<file path="config.mk">
export PLATFORM = sky130hd
export DESIGN_NAME = sorted_event_queue_flat
export DESIGN_NICKNAME = d
export VERILOG_FILES = /design/src/sv/sevq_pkg.sv /design/src/sv/sevq_req_if.sv /design/src/sv/sevq_rsp_if.sv /design/src/sv/sevq_ram.sv /design/src/sv/sevq_core.sv /design/src/sv/sorted_event_queue.sv /design/src/flat_wrapper.sv
export VERILOG_INCLUDE_DIRS = /design/src /design/src/sv
export SDC_FILE = /design/constraint.sdc
export NUM_CORES = 1
export LEC_CHECK = 0
export BUFFER_PORTS_ARGS = -buffer_cell sky130_fd_sc_hd__buf_4
export CAP_MARGIN = 20
export CORE_AREA = 10 10 337 339
export DETAILED_ROUTE_END_ITERATION = 8
export DIE_AREA = 0 0 347 349
export REMOVE_ABC_BUFFERS = 1
export SLEW_MARGIN = 20
export SYNTH_ARGS = -nofsm -noshare
export SYNTH_HDL_FRONTEND = slang
export SYNTH_SLANG_ARGS = --single-unit
</file>
<file path="constraint.sdc">
create_clock -name clk_i -period 5.2 [get_ports clk_i]
set_input_delay 1.04 -clock clk_i [delete_from_list [all_inputs] [get_ports clk_i]]
set_output_delay 1.04 -clock clk_i [all_outputs]
set_load 0.01 [all_outputs]
</file>
<file path="src/sv/sorted_event_queue_macros.svh">
// ----------------------------------------------------------------------------
// sorted_event_queue_macros
// Assertion macros shared by the sorted event queue RTL.
// ----------------------------------------------------------------------------
`ifndef SORTED_EVENT_QUEUE_MACROS_SVH
`define SORTED_EVENT_QUEUE_MACROS_SVH

// same-cycle implication on clk_i, disabled in reset
`define SEVQ_ASSERT_IMP(lbl, ante, cons, msg) \
  lbl: assert property (@(posedge clk_i) disable iff (!rst_ni) (ante) |-> (cons)) \
    else $error(msg);

// next-cycle implication on clk_i, disabled in reset
`define SEVQ_ASSERT_NXT(lbl, ante, cons, msg) \
  lbl: assert property (@(posedge clk_i) disable iff (!rst_ni) (ante) |=> (cons)) \
    else $error(msg);

`endif

</file>
<file path="src/sv/sevq_pkg.sv">
// ----------------------------------------------------------------------------
// sevq_pkg
// Types, constants and index helpers of the sorted event queue.
// ----------------------------------------------------------------------------
package sevq_pkg;

  localparam int CAPACITY = 16;
  localparam int IDX_W    = $clog2(CAPACITY);
  localparam int CNT_W    = $clog2(CAPACITY + 1);
  localparam int SUM_W    = CNT_W + 1;
  localparam int TYPE_W   = 8;
  localparam int TIME_W   = 32;
  localparam int OCC_W    = 5;

  localparam logic MODE_INSERT = 1'b0;
  localparam logic MODE_POP    = 1'b1;

  typedef logic [IDX_W-1:0] idx_t;
  typedef logic [CNT_W-1:0] cnt_t;

  typedef struct packed {
    logic [TYPE_W-1:0] ev_type;
    logic [TIME_W-1:0] ev_time;
  } entry_t;

  localparam int ENTRY_W = $bits(entry_t);

  typedef struct packed {
    logic              valid;
    logic [TYPE_W-1:0] out_type;
    logic [TIME_W-1:0] out_time;
    logic              found;
    logic              dropped;
    logic [OCC_W-1:0]  occupancy;
  } result_t;

  function automatic idx_t idx_inc(idx_t a);
    return (a == IDX_W'(CAPACITY - 1)) ? '0 : a + IDX_W'(1);
  endfunction

  function automatic idx_t idx_dec(idx_t a);
    return (a == '0) ? IDX_W'(CAPACITY - 1) : a - IDX_W'(1);
  endfunction

  function automatic idx_t idx_add(idx_t a, cnt_t b);
    logic [SUM_W-1:0] s;
    s = SUM_W'(a) + SUM_W'(b);
    if (s >= SUM_W'(CAPACITY)) begin
      s = s - SUM_W'(CAPACITY);
    end
    return s[IDX_W-1:0];
  endfunction

  function automatic logic [OCC_W-1:0] occ_of(cnt_t c);
    logic [CNT_W+OCC_W-1:0] w;
    w = (CNT_W + OCC_W)'(c);
    return w[OCC_W-1:0];
  endfunction

endpackage

</file>
<file path="src/sv/sevq_req_if.sv">
// ----------------------------------------------------------------------------
// sevq_req_if
// Request channel of the sorted event queue: insert or pop.
// ----------------------------------------------------------------------------
interface sevq_req_if;
  logic                       valid;
  logic                       ready;
  logic                       mode;
  logic [sevq_pkg::TYPE_W-1:0] event_type;
  logic [sevq_pkg::TIME_W-1:0] event_time;

  modport source (output valid, output mode, output event_type, output event_time,
                  input ready);
  modport sink   (input valid, input mode, input event_type, input event_time,
                  output ready);
endinterface

</file>
<file path="src/sv/sevq_rsp_if.sv">
// ----------------------------------------------------------------------------
// sevq_rsp_if
// Result channel of the sorted event queue.
// ----------------------------------------------------------------------------
interface sevq_rsp_if;
  logic                       valid;
  logic                       ready;
  logic [sevq_pkg::TYPE_W-1:0] out_type;
  logic [sevq_pkg::TIME_W-1:0] out_time;
  logic                       found;
  logic                       dropped;
  logic [sevq_pkg::OCC_W-1:0]  occupancy;

  modport source (output valid, output out_type, output out_time, output found,
                  output dropped, output occupancy, input ready);
  modport sink   (input valid, input out_type, input out_time, input found,
                  input dropped, input occupancy, output ready);
endinterface

</file>
<file path="src/sv/sevq_ram.sv">
// ----------------------------------------------------------------------------
// sevq_ram
// Generic single-write, single-read RAM with registered read data.
// ----------------------------------------------------------------------------
module sevq_ram #(
  parameter int WIDTH = 8,
  parameter int DEPTH = 16
) (
  input  logic                     clk_i,
  input  logic                     we_i,
  input  logic [$clog2(DEPTH)-1:0] waddr_i,
  input  logic [WIDTH-1:0]         wdata_i,
  input  logic [$clog2(DEPTH)-1:0] raddr_i,
  output logic [WIDTH-1:0]         rdata_o
);

  logic [WIDTH-1:0] mem_q [DEPTH];

  always_ff @(posedge clk_i) begin
    if (we_i) begin
      mem_q[waddr_i] <= wdata_i;
    end
    rdata_o <= mem_q[raddr_i];
  end

endmodule

</file>
<file path="src/sv/sevq_core.sv">
// ----------------------------------------------------------------------------
// sevq_core
// Sequencer over a circular entry store: insert by one compare-and-shift
// step per cycle from the tail, pop by advancing the head.
// ----------------------------------------------------------------------------
module sevq_core (
  input  logic                 clk_i,
  input  logic                 rst_ni,
  input  logic                 start_i,
  input  logic                 mode_i,
  input  sevq_pkg::entry_t     new_i,
  output logic                 idle_o,
  output sevq_pkg::result_t    res_o,
  output logic                 we_o,
  output sevq_pkg::idx_t       waddr_o,
  output sevq_pkg::entry_t     wdata_o,
  output sevq_pkg::idx_t       raddr_o,
  input  sevq_pkg::entry_t     rdata_i
);

  import sevq_pkg::*;

  typedef enum logic [2:0] {
    S_IDLE,
    S_READ,
    S_CMP,
    S_PLACE,
    S_POP
  } state_e;

  state_e state_q, state_d;
  logic   op_q, op_d;
  idx_t   head_q, head_d;
  cnt_t   count_q, count_d;
  idx_t   wr_ptr_q, wr_ptr_d;
  idx_t   rd_ptr_q, rd_ptr_d;
  cnt_t   left_q, left_d;
  entry_t new_q, new_d;

  assign idle_o = (state_q == S_IDLE);

  always_comb begin
    state_d  = state_q;
    op_d     = op_q;
    head_d   = head_q;
    count_d  = count_q;
    wr_ptr_d = wr_ptr_q;
    rd_ptr_d = rd_ptr_q;
    left_d   = left_q;
    new_d    = new_q;
    we_o     = 1'b0;
    waddr_o  = wr_ptr_q;
    wdata_o  = new_q;
    raddr_o  = rd_ptr_q;
    res_o    = '0;

    case (state_q)
      S_IDLE: begin
        if (start_i) begin
          op_d  = mode_i;
          new_d = new_i;
          if (mode_i == MODE_POP) begin
            if (count_q == '0) begin
              res_o.valid = 1'b1;
            end else begin
              rd_ptr_d = head_q;
              state_d  = S_READ;
            end
          end else if (count_q == CNT_W'(CAPACITY)) begin
            res_o.valid   = 1'b1;
            res_o.dropped = 1'b1;
          end else if (count_q == '0) begin
            we_o        = 1'b1;
            waddr_o     = head_q;
            wdata_o     = new_i;
            count_d     = count_q + CNT_W'(1);
            res_o.valid = 1'b1;
          end else begin
            wr_ptr_d = idx_add(head_q, count_q);
            rd_ptr_d = idx_dec(idx_add(head_q, count_q));
            left_d   = count_q;
            state_d  = S_READ;
          end
          res_o.occupancy = occ_of(count_d);
        end
      end
      S_READ: begin
        raddr_o = rd_ptr_q;
        state_d = (op_q == MODE_POP) ? S_POP : S_CMP;
      end
      S_CMP: begin
        if (rdata_i.ev_time > new_q.ev_time) begin
          we_o     = 1'b1;
          waddr_o  = wr_ptr_q;
          wdata_o  = rdata_i;
          wr_ptr_d = rd_ptr_q;
          left_d   = left_q - CNT_W'(1);
          if (left_q == CNT_W'(1)) begin
            state_d = S_PLACE;
          end else begin
            rd_ptr_d = idx_dec(rd_ptr_q);
            raddr_o  = idx_dec(rd_ptr_q);
          end
        end else begin
          we_o            = 1'b1;
          count_d         = count_q + CNT_W'(1);
          res_o.valid     = 1'b1;
          res_o.occupancy = occ_of(count_d);
          state_d         = S_IDLE;
        end
      end
      S_PLACE: begin
        we_o            = 1'b1;
        count_d         = count_q + CNT_W'(1);
        res_o.valid     = 1'b1;
        res_o.occupancy = occ_of(count_d);
        state_d         = S_IDLE;
      end
      S_POP: begin
        head_d          = idx_inc(head_q);
        count_d         = count_q - CNT_W'(1);
        res_o.valid     = 1'b1;
        res_o.found     = 1'b1;
        res_o.out_type  = rdata_i.ev_type;
        res_o.out_time  = rdata_i.ev_time;
        res_o.occupancy = occ_of(count_d);
        state_d         = S_IDLE;
      end
      default: begin
        state_d = S_IDLE;
      end
    endcase
  end

  always_ff @(posedge clk_i or negedge rst_ni) begin
    if (!rst_ni) begin
      state_q  <= S_IDLE;
      op_q     <= MODE_INSERT;
      head_q   <= '0;
      count_q  <= '0;
      wr_ptr_q <= '0;
      rd_ptr_q <= '0;
      left_q   <= '0;
      new_q    <= '0;
    end else begin
      state_q  <= state_d;
      op_q     <= op_d;
      head_q   <= head_d;
      count_q  <= count_d;
      wr_ptr_q <= wr_ptr_d;
      rd_ptr_q <= rd_ptr_d;
      left_q   <= left_d;
      new_q    <= new_d;
    end
  end

endmodule

</file>
<file path="src/sv/sorted_event_queue.sv">
// ----------------------------------------------------------------------------
// sorted_event_queue
// Time-ordered event queue: insert (type, Q16.16 time), pop earliest.
// ----------------------------------------------------------------------------
// Usage:
//   req_i carries one request: mode 0 inserts {event_type, event_time},
//   mode 1 pops the earliest entry. Equal times leave in arrival order.
//   rsp_o returns exactly one result per request: the popped entry with
//   found, the dropped flag for an insert into a full queue, and the
//   occupancy after the request.
//   Sequencing: a pop on an empty queue and an insert into an empty or full
//   queue are answered from the idle state; a pop reads the head entry;
//   any other insert reads from the tail and shifts up each entry later than
//   the new time, by the single compare-and-shift step on the entry RAM per cycle.
//   One request is in flight at a time; req_i.ready is low while it works.
//   The result sits in an output register; a new request is taken while
//   it waits only if rsp_o.ready drains it in the same cycle.
//   Reset empties the queue at once; entry RAM contents are not cleared.
// ----------------------------------------------------------------------------
`include "sorted_event_queue_macros.svh"

module sorted_event_queue (
  input logic         clk_i,
  input logic         rst_ni,
  sevq_req_if.sink    req_i,
  sevq_rsp_if.source  rsp_o
);

  import sevq_pkg::*;

  logic    core_idle;
  logic    start;
  result_t core_res;
  entry_t  new_entry;
  logic    ram_we;
  idx_t    ram_waddr;
  entry_t  ram_wdata;
  idx_t    ram_raddr;
  logic [ENTRY_W-1:0] ram_rdata;
  logic    out_valid_q;
  result_t out_res_q;

  assign req_i.ready         = core_idle && (!out_valid_q || rsp_o.ready);
  assign start               = req_i.valid && req_i.ready;
  assign new_entry.ev_type   = req_i.event_type;
  assign new_entry.ev_time   = req_i.event_time;

  sevq_core u_core (
    .clk_i   (clk_i),
    .rst_ni  (rst_ni),
    .start_i (start),
    .mode_i  (req_i.mode),
    .new_i   (new_entry),
    .idle_o  (core_idle),
    .res_o   (core_res),
    .we_o    (ram_we),
    .waddr_o (ram_waddr),
    .wdata_o (ram_wdata),
    .raddr_o (ram_raddr),
    .rdata_i (entry_t'(ram_rdata))
  );

  sevq_ram #(
    .WIDTH (ENTRY_W),
    .DEPTH (CAPACITY)
  ) u_ram (
    .clk_i   (clk_i),
    .we_i    (ram_we),
    .waddr_i (ram_waddr),
    .wdata_i (ram_wdata),
    .raddr_i (ram_raddr),
    .rdata_o (ram_rdata)
  );

  always_ff @(posedge clk_i or negedge rst_ni) begin
    if (!rst_ni) begin
      out_valid_q <= 1'b0;
    end else if (core_res.valid) begin
      out_valid_q <= 1'b1;
    end else if (rsp_o.ready) begin
      out_valid_q <= 1'b0;
    end
  end

  always_ff @(posedge clk_i) begin
    if (core_res.valid) begin
      out_res_q <= core_res;
    end
  end

  assign rsp_o.valid     = out_valid_q;
  assign rsp_o.out_type  = out_res_q.out_type;
  assign rsp_o.out_time  = out_res_q.out_time;
  assign rsp_o.found     = out_res_q.found;
  assign rsp_o.dropped   = out_res_q.dropped;
  assign rsp_o.occupancy = out_res_q.occupancy;

  `SEVQ_ASSERT_IMP(a_no_overwrite, core_res.valid, !out_valid_q || rsp_o.ready, "result overwrites a pending one")
  `SEVQ_ASSERT_NXT(a_idle_after_res, core_res.valid, core_idle, "sequencer busy after result")
  `SEVQ_ASSERT_IMP(a_flags_excl, out_valid_q, !(rsp_o.found && rsp_o.dropped), "found and dropped both set")

endmodule

</file>
<file path="src/flat_wrapper.sv">
// flat-port wrapper written by rule: the top's interface ports become plain ports
module sorted_event_queue_flat import sevq_pkg::*;
  (clk_i, rst_ni, req_i_valid, req_i_mode, req_i_event_type, req_i_event_time, req_i_ready, rsp_o_valid, rsp_o_out_type, rsp_o_out_time, rsp_o_found, rsp_o_dropped, rsp_o_occupancy, rsp_o_ready);
  sevq_req_if req_i_i ();
  sevq_rsp_if rsp_o_i ();
  input logic clk_i;
  input logic rst_ni;
  input wire logic [$bits(req_i_i.valid)-1:0] req_i_valid;
  input wire logic [$bits(req_i_i.mode)-1:0] req_i_mode;
  input wire logic [$bits(req_i_i.event_type)-1:0] req_i_event_type;
  input wire logic [$bits(req_i_i.event_time)-1:0] req_i_event_time;
  output wire logic [$bits(req_i_i.ready)-1:0] req_i_ready;
  output wire logic [$bits(rsp_o_i.valid)-1:0] rsp_o_valid;
  output wire logic [$bits(rsp_o_i.out_type)-1:0] rsp_o_out_type;
  output wire logic [$bits(rsp_o_i.out_time)-1:0] rsp_o_out_time;
  output wire logic [$bits(rsp_o_i.found)-1:0] rsp_o_found;
  output wire logic [$bits(rsp_o_i.dropped)-1:0] rsp_o_dropped;
  output wire logic [$bits(rsp_o_i.occupancy)-1:0] rsp_o_occupancy;
  input wire logic [$bits(rsp_o_i.ready)-1:0] rsp_o_ready;
  assign req_i_i.valid = req_i_valid;
  assign req_i_i.mode = req_i_mode;
  assign req_i_i.event_type = req_i_event_type;
  assign req_i_i.event_time = req_i_event_time;
  assign req_i_ready = req_i_i.ready;
  assign rsp_o_valid = rsp_o_i.valid;
  assign rsp_o_out_type = rsp_o_i.out_type;
  assign rsp_o_out_time = rsp_o_i.out_time;
  assign rsp_o_found = rsp_o_i.found;
  assign rsp_o_dropped = rsp_o_i.dropped;
  assign rsp_o_occupancy = rsp_o_i.occupancy;
  assign rsp_o_i.ready = rsp_o_ready;
  sorted_event_queue u_core (.clk_i(clk_i), .rst_ni(rst_ni), .req_i(req_i_i), .rsp_o(rsp_o_i));
endmodule
</file>
==> run metrics <==
status=complete, no violations; post-DP HPWL=56,200 um; Initial Utilization=30.7%; DR pass1 iterations=6; Setup Fix Bufs, Post-CTS=0; Final GP Congestion=0.792; die area=121,000 um^2; Final Setup Violations=0; Worst Setup Start Kind=flip-flop; number of global-route vias before repair=21.1k; Post-CTS Resized=0; CP Capture Type=flip-flop; skew final=29.9 ps; Skew-Pair Late Insertion Delay=660 ps; grt ovf=0; CTS clk-pin slew, worst paths=60 ps; final worst slack=595 ps; DR WL/cell=23.4 um; Power Density=673 nW/um^2; die width=347 um; final hold vios=0; CP Cell Sequence=inv_1, ha_1, nand4_1, nor4_2, and2_2, nor3_1, o21a_1, o21ai_4, buf_4, buf_4, nand2_1, a221oi_1, or4_1; RSZ-0062 raised after global routing=false; DIE HEIGHT=349 um; final WL=97,000 um; max layer used=met4; vias=22.1k; first-pass GRT wire length=142,000 um; min cycle time layout=4610 ps; Critical Path Max Stage Delay=880 ps; crit-path max FO=26; synth warn=0; met3 WL=8550 um; vias per cell=5.34; Setup Crit Path Kind=reg -> reg; Peak VDD IR=0.350 mV; FMAX=0.217 GHz; Post-Layout Inst Area=38,700 um^2; max-cap violations=0; DR DRC count=0; sequential fraction of the synthesis area=70.5%; most frequent cell after synthesis=edfxtp_1; Mean Syn Cell Area=12.9 um^2; Clock Tree Buf Depth=3; total negative slack=0 ps; Syn Inst Count=2,545; commonest cells in the netlist=687 x edfxtp_1, 509 x nand2_1, 301 x a21oi_1, 152 x a221oi_1, 133 x clkbuf_1; # H-tree levels=3; Leak=13.5 nW; top cell type's share of synthesized area=63.0%; clock root buffer=clkbuf_16; CP dominant cell by count=buf_4; Hold Path Class=in -> async; Post-synth EDFFs=687; ys flop type=edfxtp_1; worst slew pin tran=1100 ps; core box area=107,000 um^2; Net count, final=2,748; # IOs=94; placed standard-cell area=35,800 um^2; async set or reset register ratio after synthesis=8.44%; antenna violations before repair=5; Setup WS pre-CTS=289 ps; # rows=120; area of the mapped netlist=32,800 um^2; Critical-path top delay cell=o21ai_4; DRT antenna net count=0; Metal-1 WL=42,400 um; clk sink count=794; WHS=339 ps; drt initial violations=2,358; post-synthesis register bit count=794; largest net degree at the start of global routing=90; port bufs=93; period utilisation layout=88.6%; Layout area overhead=18.0%; max-slew violation count=0; top cell type by total area after synthesis=edfxtp_1; share of layout cells above drive strength 1=14.0%; TritonCTS clock tree=yes; Synth area leaders=edfxtp_1 63%, nand2_1 5.8%, dfrtp_1 5.1%; total clock buffers created by CTS=86; CTS hold repair buffers=0; Slew HR=26.3%; synth unique cells=64; Layout Utilization=36.3%; global-route usage over all layers=15.4%; DR WL met2=43,100 um; Critical Path AT=5190 ps; Req. time, crit path=5790 ps
## area by class of cell
class	instances	area (um^2)
clock inverter	47	539
sequential	794	23100
clock buffer	114	2320
antenna	3	7.51
inverter	51	191
fill	10200	67900
timing repair buffer	209	1820
tap	1403	1760
multi-input combinational	1517	8930
## cell families (layout without fill, tap and decap cells)
logic type	count (synthesis)	after routing	share of synthesized area (%)
AO/OA/AOI/OAI	686	686	13.7
XOR/XNOR	9	9	0.241
adder cells (fa/ha/maj)	44	44	1.70
buffers and inverters	234	421	2.93
flip-flops	794	794	70.5
multiplexers	19	19	0.580
other	0	3	0
AND/OR/NAND/NOR	759	759	10.3
## cell usage in the layout (no fill, tap or decap), drive strengths merged, types with 6 or more instances in the layout
master  instances
dfrtp          67
a311oi         60
o21ai          98
bufinv          8
and3           42
a211oi         14
nand3           6
nand4          11
a31oi           9
ha             43
edfxtp        687
and2           54
nand2         509
nor2           60
a221oi        152
xnor2           7
a21oi         301
buf           208
inv            52
clkbuf        115
nor3           12
dfxtp          40
mux2i          19
clkinv         36
a21boi         13
or4            40
## routing by layer
metal / GRT usage [%] / vias up
li1: - / 9886
met2: 23.4 / 947
met4: 5.39 / 0
met5: 0 / -
met1: 21.4 / 11100
met3: 3.63 / 182
## final timing paths
kind | from | slack, ps | cells after the start | to
worst max-delay path | u_core.u_core.new_q[22] | 590 | 13 | u_core.u_ram.rdata_o[20]
worst min-delay path | rst_ni | 340 | 1 | u_core.u_core.new_q[38]
worst max register to register | u_core.u_core.new_q[22] | 590 | 13 | u_core.u_ram.rdata_o[20]
worst min register to register | u_core.u_core.op_q | 490 | 1 | u_core.u_core.state_q[1]
max in group asynchronous | rst_ni | 3860 | 2 | u_core.u_core.state_q[2]
min in group clk_i | u_core.u_core.op_q | 490 | 1 | u_core.u_core.state_q[1]
## through the flow
step                instances  total power, mW
finish                   4138             26.0
global placement         3973             19.8
CTS                      4134             26.1
detailed placement       3973             19.9
floorplan                2362             15.5
global route             4137             27.5
## where the power goes
| group | switching, mW | total, mW | internal (mW) |
|---|---|---|---|
| combinational | 6.83 | 10.0 | 3.18 |
| sequential | 0.658 | 9.87 | 9.21 |
| clock | 2.57 | 6.13 | 3.57 |
| total | 10.1 | 26.0 | 16.0 |
## registers in the layout, summed over array words and instances (netlist names), 5 cells and up
register,count
u_core.rsp_o.out_time,32
u_core.u_ram.rdata_o,40
u_core.u_core.count_q,5
u_core.u_core.new_q,40
u_core.u_ram.mem_q,640
u_core.rsp_o.out_type,8
u_core.rsp_o.occupancy,5
u_core.u_core.left_q,5
## worst max-delay path: cells and delay by family (launching register included)
kind,cells,cell delay (ps)
flops,1,360
fa+ha+maj,1,330
simple gates,6,1590
buf+inv,3,770
compound gates,3,1500
(Power assumes the default switching activity.)
